### src/hw/rtl/rgbhsl_pkg.sv
// Shared constants and payload types for the RGB to HSL converter.
package rgbhsl_pkg;

  localparam int CHANNEL_BITS  = 8;
  localparam int FRACTION_BITS = 16;
  localparam int CHAN_MAX      = (1 << CHANNEL_BITS) - 1;

  typedef struct packed {
    logic [CHANNEL_BITS-1:0] red;
    logic [CHANNEL_BITS-1:0] green;
    logic [CHANNEL_BITS-1:0] blue;
  } pixel_t;

  typedef struct packed {
    logic [FRACTION_BITS-1:0] hue;
    logic [FRACTION_BITS-1:0] saturation;
    logic [FRACTION_BITS-1:0] lightness;
  } hsl_t;

endpackage

### src/hw/rtl/rgb_to_hsl.sv
// RGB to HSL converter, fully pipelined, top level.
//
// Input channel pixel/pixel_valid/pixel_ready carries one RGB pixel per item;
// output channel hsl/hsl_valid/hsl_ready carries hue, saturation and
// lightness as 16-bit fractions. Both use valid/ready, an item moves on a
// clock edge where both are high.
// Throughput: one pixel per clock while the skid register is empty. Stages:
// three for max/min, differences and hue numerator, then 18 stages in each
// of the two parallel dividers for hue and saturation (one setup stage plus
// one quotient bit per stage for 17 bits), with lightness taken from a
// reciprocal multiply and carried alongside them, then the output register.
// Reset (rst, synchronous) empties the pipeline and the output side.
// When the receiver stalls, a held result sits in the output register and
// the next one lands in a one-entry skid register; while the skid is full,
// pixel_ready is low and every stage holds, so nothing is lost or repeated.
// Gray pixels give zero hue and saturation.
module rgb_to_hsl
  import rgbhsl_pkg::*;
(
  input  logic   clk,
  input  logic   rst,
  input  logic   pixel_valid,
  output logic   pixel_ready,
  input  pixel_t pixel,
  output logic   hsl_valid,
  input  logic   hsl_ready,
  output hsl_t   hsl
);

  localparam int CB = CHANNEL_BITS;
  localparam int FB = FRACTION_BITS;
  localparam int QW = FB + 1;
  localparam int HW = CB + 3;
  localparam int SW = CB + 1;

  localparam logic [SW-1:0] TWO_M = SW'(2 * CHAN_MAX);
  localparam logic [SW-1:0] M_SUM = SW'(CHAN_MAX);

  // lightness = floor((sum * 2^(FB-1) + (M-1)/2) / M), M = 2^CB - 1
  localparam int LIT_SH = FB - 1 - CB;
  localparam int LIT_K  = FB + CB;
  localparam int LPW    = 2 * QW;
  localparam logic [FB:0] LIT_HALF  = QW'((CHAN_MAX - 1) / 2);
  localparam logic [FB:0] LIT_RECIP =
    QW'(((longint'(1) << LIT_K) + longint'(CHAN_MAX) - 1) / longint'(CHAN_MAX));

  typedef enum logic [1:0] {SEL_RED, SEL_GREEN, SEL_BLUE} max_sel_t;

  logic en;
  logic skid_valid;
  hsl_t skid;

  // stage 1: input register
  logic   s1_valid;
  pixel_t s1_pix;

  // stage 2: range and sum
  logic          s2_valid;
  logic [CB-1:0] s2_d;
  logic [SW-1:0] s2_sum;
  max_sel_t      s2_sel;
  pixel_t        s2_pix;

  // stage 3: divider operands
  logic          s3_valid;
  logic          s3_gray;
  logic [HW-1:0] s3_hue_n;
  logic [HW-1:0] s3_six_d;
  logic [SW-1:0] s3_sum;
  logic [CB-1:0] s3_d;
  logic [SW-1:0] s3_sat_den;

  // valid and gray flags alongside the dividers
  logic dv [0:QW];
  logic dg [0:QW];

  // lightness path alongside the dividers
  logic [FB:0]    lit_base3;
  logic [FB:0]    lit_z3;
  logic [LPW-1:0] lit_prod;
  logic [FB:0]    lit_base;
  logic [FB:0]    lit_d [1:QW];

  logic [FB:0] hue_q;
  logic [FB:0] sat_q;
  hsl_t        res;

  max_sel_t      sel1;
  logic [CB-1:0] mx1;
  logic [CB-1:0] mn1;

  logic [HW-1:0] six_d2;
  logic [HW-1:0] pos2;
  logic [HW-1:0] neg2;
  logic [HW-1:0] n2;
  logic [SW-1:0] sat_den2;

  // the whole pipeline holds while a result waits in the skid
  assign en          = !skid_valid;
  assign pixel_ready = en;

  always_ff @(posedge clk) begin
    if (rst) begin
      s1_valid <= 1'b0;
      s2_valid <= 1'b0;
      s3_valid <= 1'b0;
    end else if (en) begin
      s1_valid <= pixel_valid;
      s2_valid <= s1_valid;
      s3_valid <= s2_valid;
    end
  end

  // largest channel, red wins ties over green, green over blue
  always_comb begin
    priority if (s1_pix.red >= s1_pix.green && s1_pix.red >= s1_pix.blue) begin
      sel1 = SEL_RED;
    end else if (s1_pix.green >= s1_pix.blue) begin
      sel1 = SEL_GREEN;
    end else begin
      sel1 = SEL_BLUE;
    end
    unique case (sel1)
      SEL_RED:   mx1 = s1_pix.red;
      SEL_GREEN: mx1 = s1_pix.green;
      SEL_BLUE:  mx1 = s1_pix.blue;
      default:   mx1 = s1_pix.blue;
    endcase
    priority if (s1_pix.red <= s1_pix.green && s1_pix.red <= s1_pix.blue) begin
      mn1 = s1_pix.red;
    end else if (s1_pix.green <= s1_pix.blue) begin
      mn1 = s1_pix.green;
    end else begin
      mn1 = s1_pix.blue;
    end
  end

  // hue numerator over 6d, brought into 0..6d
  always_comb begin
    six_d2 = HW'({s2_d, 2'b00}) + HW'({s2_d, 1'b0});
    unique case (s2_sel)
      SEL_RED: begin
        pos2 = HW'(s2_pix.green);
        neg2 = HW'(s2_pix.blue);
      end
      SEL_GREEN: begin
        pos2 = HW'({s2_d, 1'b0}) + HW'(s2_pix.blue);
        neg2 = HW'(s2_pix.red);
      end
      default: begin
        pos2 = HW'({s2_d, 2'b00}) + HW'(s2_pix.red);
        neg2 = HW'(s2_pix.green);
      end
    endcase
    n2       = (pos2 >= neg2) ? pos2 - neg2 : pos2 + six_d2 - neg2;
    sat_den2 = (s2_sum < M_SUM) ? s2_sum : TWO_M - s2_sum;
  end

  always_ff @(posedge clk) begin
    if (en) begin
      s1_pix     <= pixel;
      s2_d       <= mx1 - mn1;
      s2_sum     <= SW'(mx1) + SW'(mn1);
      s2_sel     <= sel1;
      s2_pix     <= s1_pix;
      s3_gray    <= (s2_d == '0);
      s3_hue_n   <= n2;
      s3_six_d   <= six_d2;
      s3_sum     <= s2_sum;
      s3_d       <= s2_d;
      s3_sat_den <= sat_den2;
    end
  end

  rgbhsl_div #(.W(HW), .FB(FB)) u_hue_div (
    .clk (clk),
    .en  (en),
    .num (s3_hue_n),
    .den (s3_six_d),
    .quo (hue_q)
  );

  rgbhsl_div #(.W(SW), .FB(FB)) u_sat_div (
    .clk (clk),
    .en  (en),
    .num (SW'(s3_d)),
    .den (s3_sat_den),
    .quo (sat_q)
  );

  // sum * 2^(FB-1) splits into a multiple of M plus a small remainder;
  // divide the remainder by M with a reciprocal multiply, exact below 2^FB
  assign lit_base3 = QW'(s3_sum) << LIT_SH;
  assign lit_z3    = lit_base3 + LIT_HALF;

  always_ff @(posedge clk) begin
    if (en) begin
      lit_prod  <= LPW'(lit_z3) * LPW'(LIT_RECIP);
      lit_base  <= lit_base3;
      lit_d[1]  <= lit_base + QW'(lit_prod >> LIT_K);
      for (int k = 1; k < QW; k++) begin
        lit_d[k+1] <= lit_d[k];
      end
    end
  end

  always_ff @(posedge clk) begin
    if (rst) begin
      for (int k = 0; k <= QW; k++) begin
        dv[k] <= 1'b0;
      end
    end else if (en) begin
      dv[0] <= s3_valid;
      for (int k = 0; k < QW; k++) begin
        dv[k+1] <= dv[k];
      end
    end
  end

  always_ff @(posedge clk) begin
    if (en) begin
      dg[0] <= s3_gray;
      for (int k = 0; k < QW; k++) begin
        dg[k+1] <= dg[k];
      end
    end
  end

  // a quotient of exactly one turn wraps to zero; saturation and lightness clamp
  always_comb begin
    res.hue        = dg[QW] ? '0 : hue_q[FB-1:0];
    res.saturation = dg[QW] ? '0 : (sat_q[FB] ? '1 : sat_q[FB-1:0]);
    res.lightness  = lit_d[QW][FB] ? '1 : lit_d[QW][FB-1:0];
  end

  always_ff @(posedge clk) begin
    if (rst) begin
      hsl_valid  <= 1'b0;
      skid_valid <= 1'b0;
    end else begin
      if (skid_valid) begin
        if (!hsl_valid || hsl_ready) begin
          hsl_valid  <= 1'b1;
          skid_valid <= 1'b0;
        end
      end else if (dv[QW]) begin
        if (!hsl_valid || hsl_ready) begin
          hsl_valid <= 1'b1;
        end else begin
          skid_valid <= 1'b1;
        end
      end else if (hsl_ready) begin
        hsl_valid <= 1'b0;
      end
    end
  end

  always_ff @(posedge clk) begin
    if (skid_valid) begin
      if (!hsl_valid || hsl_ready) begin
        hsl <= skid;
      end
    end else if (dv[QW]) begin
      if (!hsl_valid || hsl_ready) begin
        hsl <= res;
      end else begin
        skid <= res;
      end
    end
  end

  a_skid_behind_out: assert property (@(posedge clk) disable iff (rst)
    skid_valid |-> hsl_valid)
    else $error("skid holds an item while the output register is empty");

  a_skid_drains: assert property (@(posedge clk) disable iff (rst)
    (skid_valid && hsl_ready) |=> (hsl_valid && !skid_valid))
    else $error("skid item not moved to output after a take");

  a_park_in_skid: assert property (@(posedge clk) disable iff (rst)
    (dv[QW] && !skid_valid && hsl_valid && !hsl_ready) |=> skid_valid)
    else $error("finished item dropped while output stalled");

endmodule

### src/hw/rtl/rgbhsl_div.sv
// Pipelined restoring divider: round(num * 2^FB / den), one quotient bit per stage.
module rgbhsl_div #(
  parameter int W  = 9,
  parameter int FB = 16
) (
  input  logic         clk,
  input  logic         en,
  input  logic [W-1:0] num,
  input  logic [W-1:0] den,
  output logic [FB:0]  quo
);

  localparam int QW = FB + 1;
  localparam int NW = W + FB;

  logic [NW-1:0] n_full;

  logic [W-1:0]  rem   [0:QW-1];
  logic [QW-1:0] low   [0:QW-1];
  logic [W-1:0]  dvs   [0:QW-1];
  logic [QW-1:0] quo_r [1:QW];

  logic [W+1:0]  trial [0:QW-1];
  logic [W-1:0]  nrem  [0:QW-1];
  logic [QW-1:0] take;

  // add half the divisor up front so the truncating division rounds to nearest
  assign n_full = {num, {FB{1'b0}}} + NW'(den >> 1);

  always_comb begin
    for (int k = 0; k < QW; k++) begin
      trial[k] = {1'b0, rem[k], low[k][QW-1]} - {2'b00, dvs[k]};
      take[k]  = !trial[k][W+1];
      nrem[k]  = take[k] ? trial[k][W-1:0] : {rem[k][W-2:0], low[k][QW-1]};
    end
  end

  always_ff @(posedge clk) begin
    if (en) begin
      rem[0] <= W'(n_full[NW-1:QW]);
      low[0] <= n_full[QW-1:0];
      dvs[0] <= den;
      for (int k = 0; k < QW - 1; k++) begin
        rem[k+1] <= nrem[k];
        low[k+1] <= low[k] << 1;
        dvs[k+1] <= dvs[k];
      end
      quo_r[1] <= QW'(take[0]);
      for (int k = 1; k < QW; k++) begin
        quo_r[k+1] <= {quo_r[k][QW-2:0], take[k]};
      end
    end
  end

  assign quo = quo_r[QW];

endmodule

### config.mk
export PLATFORM = sky130hd
export DESIGN_NAME = rgb_to_hsl
export DESIGN_NICKNAME = d
export VERILOG_FILES = /design/src/hw/rtl/rgbhsl_pkg.sv /design/src/hw/rtl/rgb_to_hsl.sv /design/src/hw/rtl/rgbhsl_div.sv
export SDC_FILE = /design/constraint.sdc
export NUM_CORES = 2
export LEC_CHECK = 0
export BUFFER_PORTS_ARGS = -buffer_cell sky130_fd_sc_hd__buf_4
export CAP_MARGIN = 10
export CORE_MARGIN = 10
export CORE_UTILIZATION = 25
export DETAILED_ROUTE_END_ITERATION = 10
export GPL_TIMING_DRIVEN = 0
export PLACE_DENSITY = 0.48
export REMOVE_ABC_BUFFERS = 1
export SYNTH_ARGS = -nofsm -noshare
export SYNTH_HDL_FRONTEND = slang
export SYNTH_SLANG_ARGS = --single-unit
### constraint.sdc
create_clock -name clk -period 115.5 [get_ports clk]
set_clock_uncertainty 0.05 [all_clocks]
set_input_delay 5.775 -clock clk [delete_from_list [all_inputs] [get_ports clk]]
set_output_delay 5.775 -clock clk [all_outputs]
set_load 0.02 [all_outputs]
After elaboration in Yosys (flattened, before gate mapping)
Memories as Yosys holds them, arrays and structs flattened.
Index checks and enable logic that the tools add are counted.
- bits in latches: 0
- memories kept: 11
- word-level logic and storage cells: 242
- ROM bits: 0
- bits in writable memories: 2161
- register bits after elaboration: 259
- input port bits: 28
- order comparisons: 8
- div/mod/pow operators: 0
- equality and inequality tests: 2
- add/sub/neg operators: 47
- bitwise logic cells: 20
- multiplexer cells: 79
- shifts and indexed selects: 0
- multiply operators: 1
- reduce and logical (&&, ||, !) cells: 46
- memory list (name ; words ; bits a word ; read ports ; clocked after memory_dff ; wr ports ; line ; text):
    lit_d ; 17 ; 17 ; 17 ; 0 ; 17 ; rgb_to_hsl.sv:82 ; logic [FB:0] lit_d [1:QW];
    u_hue_div.low ; 17 ; 17 ; 17 ; 0 ; 17 ; rgbhsl_div.sv:19 ; logic [QW-1:0] low [0:QW-1];
    u_hue_div.quo_r ; 17 ; 17 ; 17 ; 0 ; 17 ; rgbhsl_div.sv:21 ; logic [QW-1:0] quo_r [1:QW];
    u_sat_div.low ; 17 ; 17 ; 17 ; 0 ; 17 ; rgbhsl_div.sv:19 ;
    u_sat_div.quo_r ; 17 ; 17 ; 17 ; 0 ; 17 ; rgbhsl_div.sv:21 ;
    u_hue_div.dvs ; 17 ; 11 ; 17 ; 0 ; 17 ; rgbhsl_div.sv:20 ; logic [W-1:0] dvs [0:QW-1];
    5 more memories ; - ; - ; - ; - ; - ; - ;
- operators by type and width (operator ; number):
    12-bit by 11-bit subtractor with 13-bit output ; 17
    48-bit two-way mux ; 4
    11-bit two-way mux ; 17
    10-bit by 9-bit subtractor with 11-bit output ; 17
    9-bit two-way mux ; 17
    16-bit two-way mux ; 4
    1-bit zero test ; 36
    17-bit by 16-bit multiplier with 33-bit output (second input constant) ; 1
    8-bit one-hot mux with 2 select lines ; 2
    1-bit two-way mux ; 30
    27-bit by 10-bit adder with 27-bit output ; 1
    24-bit by 8-bit adder with 25-bit output ; 1
    8-bit greater-or-equal comparator ; 3
    8-bit <= comparator ; 3
    11-bit one-hot mux with 2 select lines ; 1
    11-bit subtractor ; 2
    1-bit bitwise OR ; 18
    16-bit by 10-bit adder with 17-bit output ; 1
    16-bit by 7-bit adder with 17-bit output (second input constant) ; 1
    8-bit two-way mux ; 2
    10-bit by 8-bit adder with 11-bit output ; 1
    10-bit by 9-bit adder with 11-bit output ; 1
    11-bit adder ; 1
    11-bit greater-or-equal comparator ; 1
    16 further kinds ; 21

Logic depth before layout (Yosys ltp)
- word-level depth: 6
- depth in mapped cells: 20

Modules after synthesis
From an unflattened synthesis, not the netlist that was laid out.
- cell total of the unflattened synthesis: 5145
- area, all modules: 71991.5 um2
- by module, submodules not included (module ; area an instance (um2) ; cells each ; sequential area each (um2) ; instances):
    rgbhsl_div at u_hue_div ; 26948.3 ; 2081 ; 15825.2 ; 1
    rgb_to_hsl ; 23151.0 ; 1424 ; 16615.9 ; 1
    rgbhsl_div at u_sat_div ; 21892.2 ; 1640 ; 13783.2 ; 1

Least setup slack after synthesis
OpenSTA, ideal clock, no wires.
- kind: flip-flop to output port
- start: register skid_valid
- end: output port pixel_ready
- data arrival time: 37.217 ns
- cell stages (with the launch flop): 3
- data required time: 109.675 ns
- setup slack: 72.458 ns
- path buffers: 1
- path through: dfxtp_1 > clkinv_1 > clkbuf_1
- longest elaborated chain between the ends: 1
- RTL lines (item ; line ; text):
    start: declaration ; rgb_to_hsl.sv:50 ; logic skid_valid;
    start signal: assignment ; rgb_to_hsl.sv:239 ; skid_valid <= 1'b0;
    start signal: assignment ; rgb_to_hsl.sv:244 ; skid_valid <= 1'b0;
    start signal: assignment ; rgb_to_hsl.sv:250 ; skid_valid <= 1'b1;
    1-bit zero test ; rgb_to_hsl.sv:99 ; assign en = !skid_valid;
    end: declaration ; rgb_to_hsl.sv:23 ; output logic pixel_ready,
Every way passes these cells.

Worst setup path after layout
Ends and elaborated chain as after synthesis.

==> metrics.md <==
| Metric | Value |
|---|---|
| Starting DRT DRC Count | `1,447` |
| Hold Vio Cnt, Final | `0` |
| Max Slew Vio Count | `0` |
| Top Family by Delay on Critical Path | `buffers and inverters` |
| Max-Cap Viols | `0` |
| CP cell instances | `clkinv_4 > buf_4` |
| CTS clock-pin slew for the worst setup and hold paths | `approximately 0.06 ns` |
| Pwr/cell area | `33.3 nW/um^2` |
| I/O pins | `78` |
| Post-layout util | `29.2%` |
| Cts hold-fix bufs | `0` |
| Number of global-route vias before repair | `34.9k` |
| Ratio of cells with drive above 1 in the final layout | `a little over an eighth` |
| Top_reg_cell synth | `edfxtp_1` |
| Starting Density | `between 20 and 30%` |
| Drt total wl | `103,000 um` |
| Gr usage total | `7.01%` |
| CP startpoint kind | `register` |
| CP arrival | `~3 ns` |
| Crit path required time | `109.67 ns` |
| Synth Register Bits | `approximately 1.5k` |
| Fmax | `approximately 110 MHz` |
| FILL cells | `26.4k` |
| # rows | `189` |
| Core area | `265,000 sq um` |
| I/O Buffers | `77` |
| TritonCTS Buffers | `between 150 and 200` |
| CTS tree | `built` |
| Clock Latency Late Sink | `0.80 ns` |
| CP max-delay cell | `dfxtp_2` |
| WL per Instance | `between 10 and 15 um` |
| Die ar. | `~290,000 sq um` |
| Slew HR | `a little over a third` |
| Crit path kind | `register to primary output` |
| Remaining antenna violation count | `0` |
| Status | `finished clean` |
| Worst setup startpoint | `skid_valid$_SDFF_PP0_` |
| Setup repair bufs after CTS | `0` |
| Design Power | `2580 uW` |
| Setup violations, final | `0` |
| Placed Instances | `8,135` |
| Largest net degree at the start of global routing | `between 100 and 150` |
| Count of flip-flops with a built-in enable after synthesis | `roughly 1.5k` |
| Area Growth Syn to Fin | `16.2%` |
| Die Width | `536 um` |
| H-Tree Depth | `4` |
| DR vias | `33.8k` |
| Syn avg cell area | `14.7 sq um` |
| Residual DRC | `0` |
| Mapped Cells | `about 4.5k` |
| Vias per inst | `4.01` |
| Pre-antenna DRT Iters | `5` |
| Routability cong. | `between 0.7 and 0.8` |
| Die H | `536 um` |
| Clk root buf | `clkbuf_16` |
| Worst slew pin tran | `0.974 ns` |
| Warnings from Yosys | `0` |
| Fin cells | `8,430` |
| Maximum clock insertion buffer count | `4` |
| Nets | `5,287` |
| Max FO, Critical Path | `90` |
| Post-synthesis sequential area ratio | `66.3%` |
| Initial antenna violation count | `2` |
| Peak supply drop | `0.0157 mV` |
| Post-synth ARST share | `0%` |
| Total grt overflow | `0` |
| Hold_sp | `lit_d[0][31]$_DFFE_PN_` |
| Netlist cell types | `74` |
| WP buf/inv | `2` |
| Crit end category | `primary output` |
| Hold WC Path Type | `register to register` |
| Unrepaired setup endpoints after global routing | `no` |
| Number of gates resized after cts | `0` |
| Fin Setup TNS | `0 ns` |
| Clock sink count | `1,472` |
| First-pass GRT wire length | `about 170,000 um` |
| Worst r2r src | `s2_d[0]$_DFFE_PN_` |
| Post-synthesis cell area | `66,600 sq um` |
| Fin crit share | `7.63%` |
| Largest stage delay, worst path | `0.87 ns` |
| Period minus WS final | `a little under 9 ns` |
| Post-DP HPWL | `70,600 um` |
| LEAKAGE | `0.0300 uW` |
## per-stage QoR
stage,hold WS [ns],setup WS (ns),instance area [sq um]
final,0.324,106.68,77400
after global routing,0.319,106.36,77400
after CTS,0.317,106.49,77400
after detailed placement,0.355,107.44,72100
after global placement,0.350,61.63,71500
after floorplan,0.350,78.84,66500
## routing by layer
metal  track usage (%)  vias to the layer above  wire length (um)
met2              12.6                      396             51000
met1              8.20                    16100             44500
li1                  -                    17100                 -
met4              2.33                        0              3250
met3              1.68                      212              4040
met5                 0                        -                 0
## logic make-up after synthesis
kind of cell	share of synthesized area, %
compound gates	6.44
xor+xnor	2.79
fa+ha+maj	9.67
buf+inv	2.98
flops	66.3
mux	5.84
other cells	0.00563
simple gates	5.99
## worst paths after layout
| kind | cells past startpoint | end | slack (ns) |
|---|---|---|---|
| worst max-delay path | 2 | pixel_ready | 106.68 |
| worst min-delay path | 0 | lit_d[0][48]$_DFFE_PN_ | 0.32 |
| worst max register to register | 17 | s3_hue_n[10]$_DFFE_PN_ | 110.54 |
| worst min register to register | 0 | lit_d[0][48]$_DFFE_PN_ | 0.32 |
## where the power goes
group	leakage (uW)	total (uW)	internal, uW	switching [uW]
Sequential	0.0152	1030	927	101
Combinational	0.0122	1040	527	513
Clock	0.00257	511	305	206
Total	0.0300	2580	1760	820
## synthesized netlist by cell type (9+ instances only)
cell type	instances	share of area (%)
o31a_1	10	0.13
mux2_2	257	4.3
or3_1	32	0.30
xor2_1	70	0.92
a21boi_0	58	0.65
a31oi_1	15	0.14
mux2i_1	95	1.4
clkbuf_1	22	0.12
or2_2	28	0.26
edfxtp_1	1467	66
o21a_1	56	0.63
nand4_1	9	0.085
nor2_1	311	1.8
o21bai_1	14	0.16
a21o_1	60	0.68
o21ai_2	10	0.13
a21oi_1	118	0.89
ha_1	438	8.2
and2_1	32	0.30
a211oi_1	50	0.56
inv_1	488	2.7
o21ai_0	184	1.4
nor2b_1	144	1.4
nor4_1	12	0.11
o21ai_1	26	0.20
nand3_1	9	0.068
nor3_1	90	0.68
fa_1	48	1.4
xnor2_1	140	1.8
nand2b_1	27	0.25
o31ai_1	21	0.24
nand2_1	98	0.55
## cells in the final DEF (no fill, tap or decap), types with 16 or more instances in the layout
cell,synthesis,final
edfxtp_1,1467,1467
inv_1,488,488
ha_1,438,438
nor2_1,311,311
mux2_2,257,257
o21ai_0,184,184
clkbuf_16,0,171
nor2b_1,144,144
xnor2_1,140,140
a21oi_1,118,118
nand2_1,98,98
mux2i_1,95,95
nor3_1,90,90
buf_4,0,85
xor2_1,70,70
a21o_1,60,60
o21a_1,56,55
a211oi_1,50,50
fa_1,48,48
a21boi_0,58,47
clkinv_1,1,38
and2_1,32,32
or3_1,32,32
or2_2,28,28
clkinv_2,0,28
nand2b_1,27,27
o21ai_1,26,26
o31ai_1,21,21
clkbuf_1,22,19
buf_16,0,17
bufinv_16,0,16
## sequential cells by signal (all words and copies together), names as in the netlist, 115 cells and up, named ones only
signal	count
u_sat_div.rem	150
u_hue_div.low	115
u_hue_div.rem	180
lit_d	289
u_sat_div.dvs	138
u_hue_div.quo_r	136
u_sat_div.quo_r	153
## area by class of cell
cell class	count	area [sq um]	share of cell area (%)
flip-flops and latches	1472	44200	57.0
clock buffers	190	4350	5.62
inverters	489	1840	2.38
repair buffers	109	1200	1.55
clock inverters	103	950	1.23
multi-input cells	2533	20500	26.5
well taps	3533	4420	5.71
diodes	1	2.50	0.00323
Note: power is estimated with default switching activity, not from simulation.
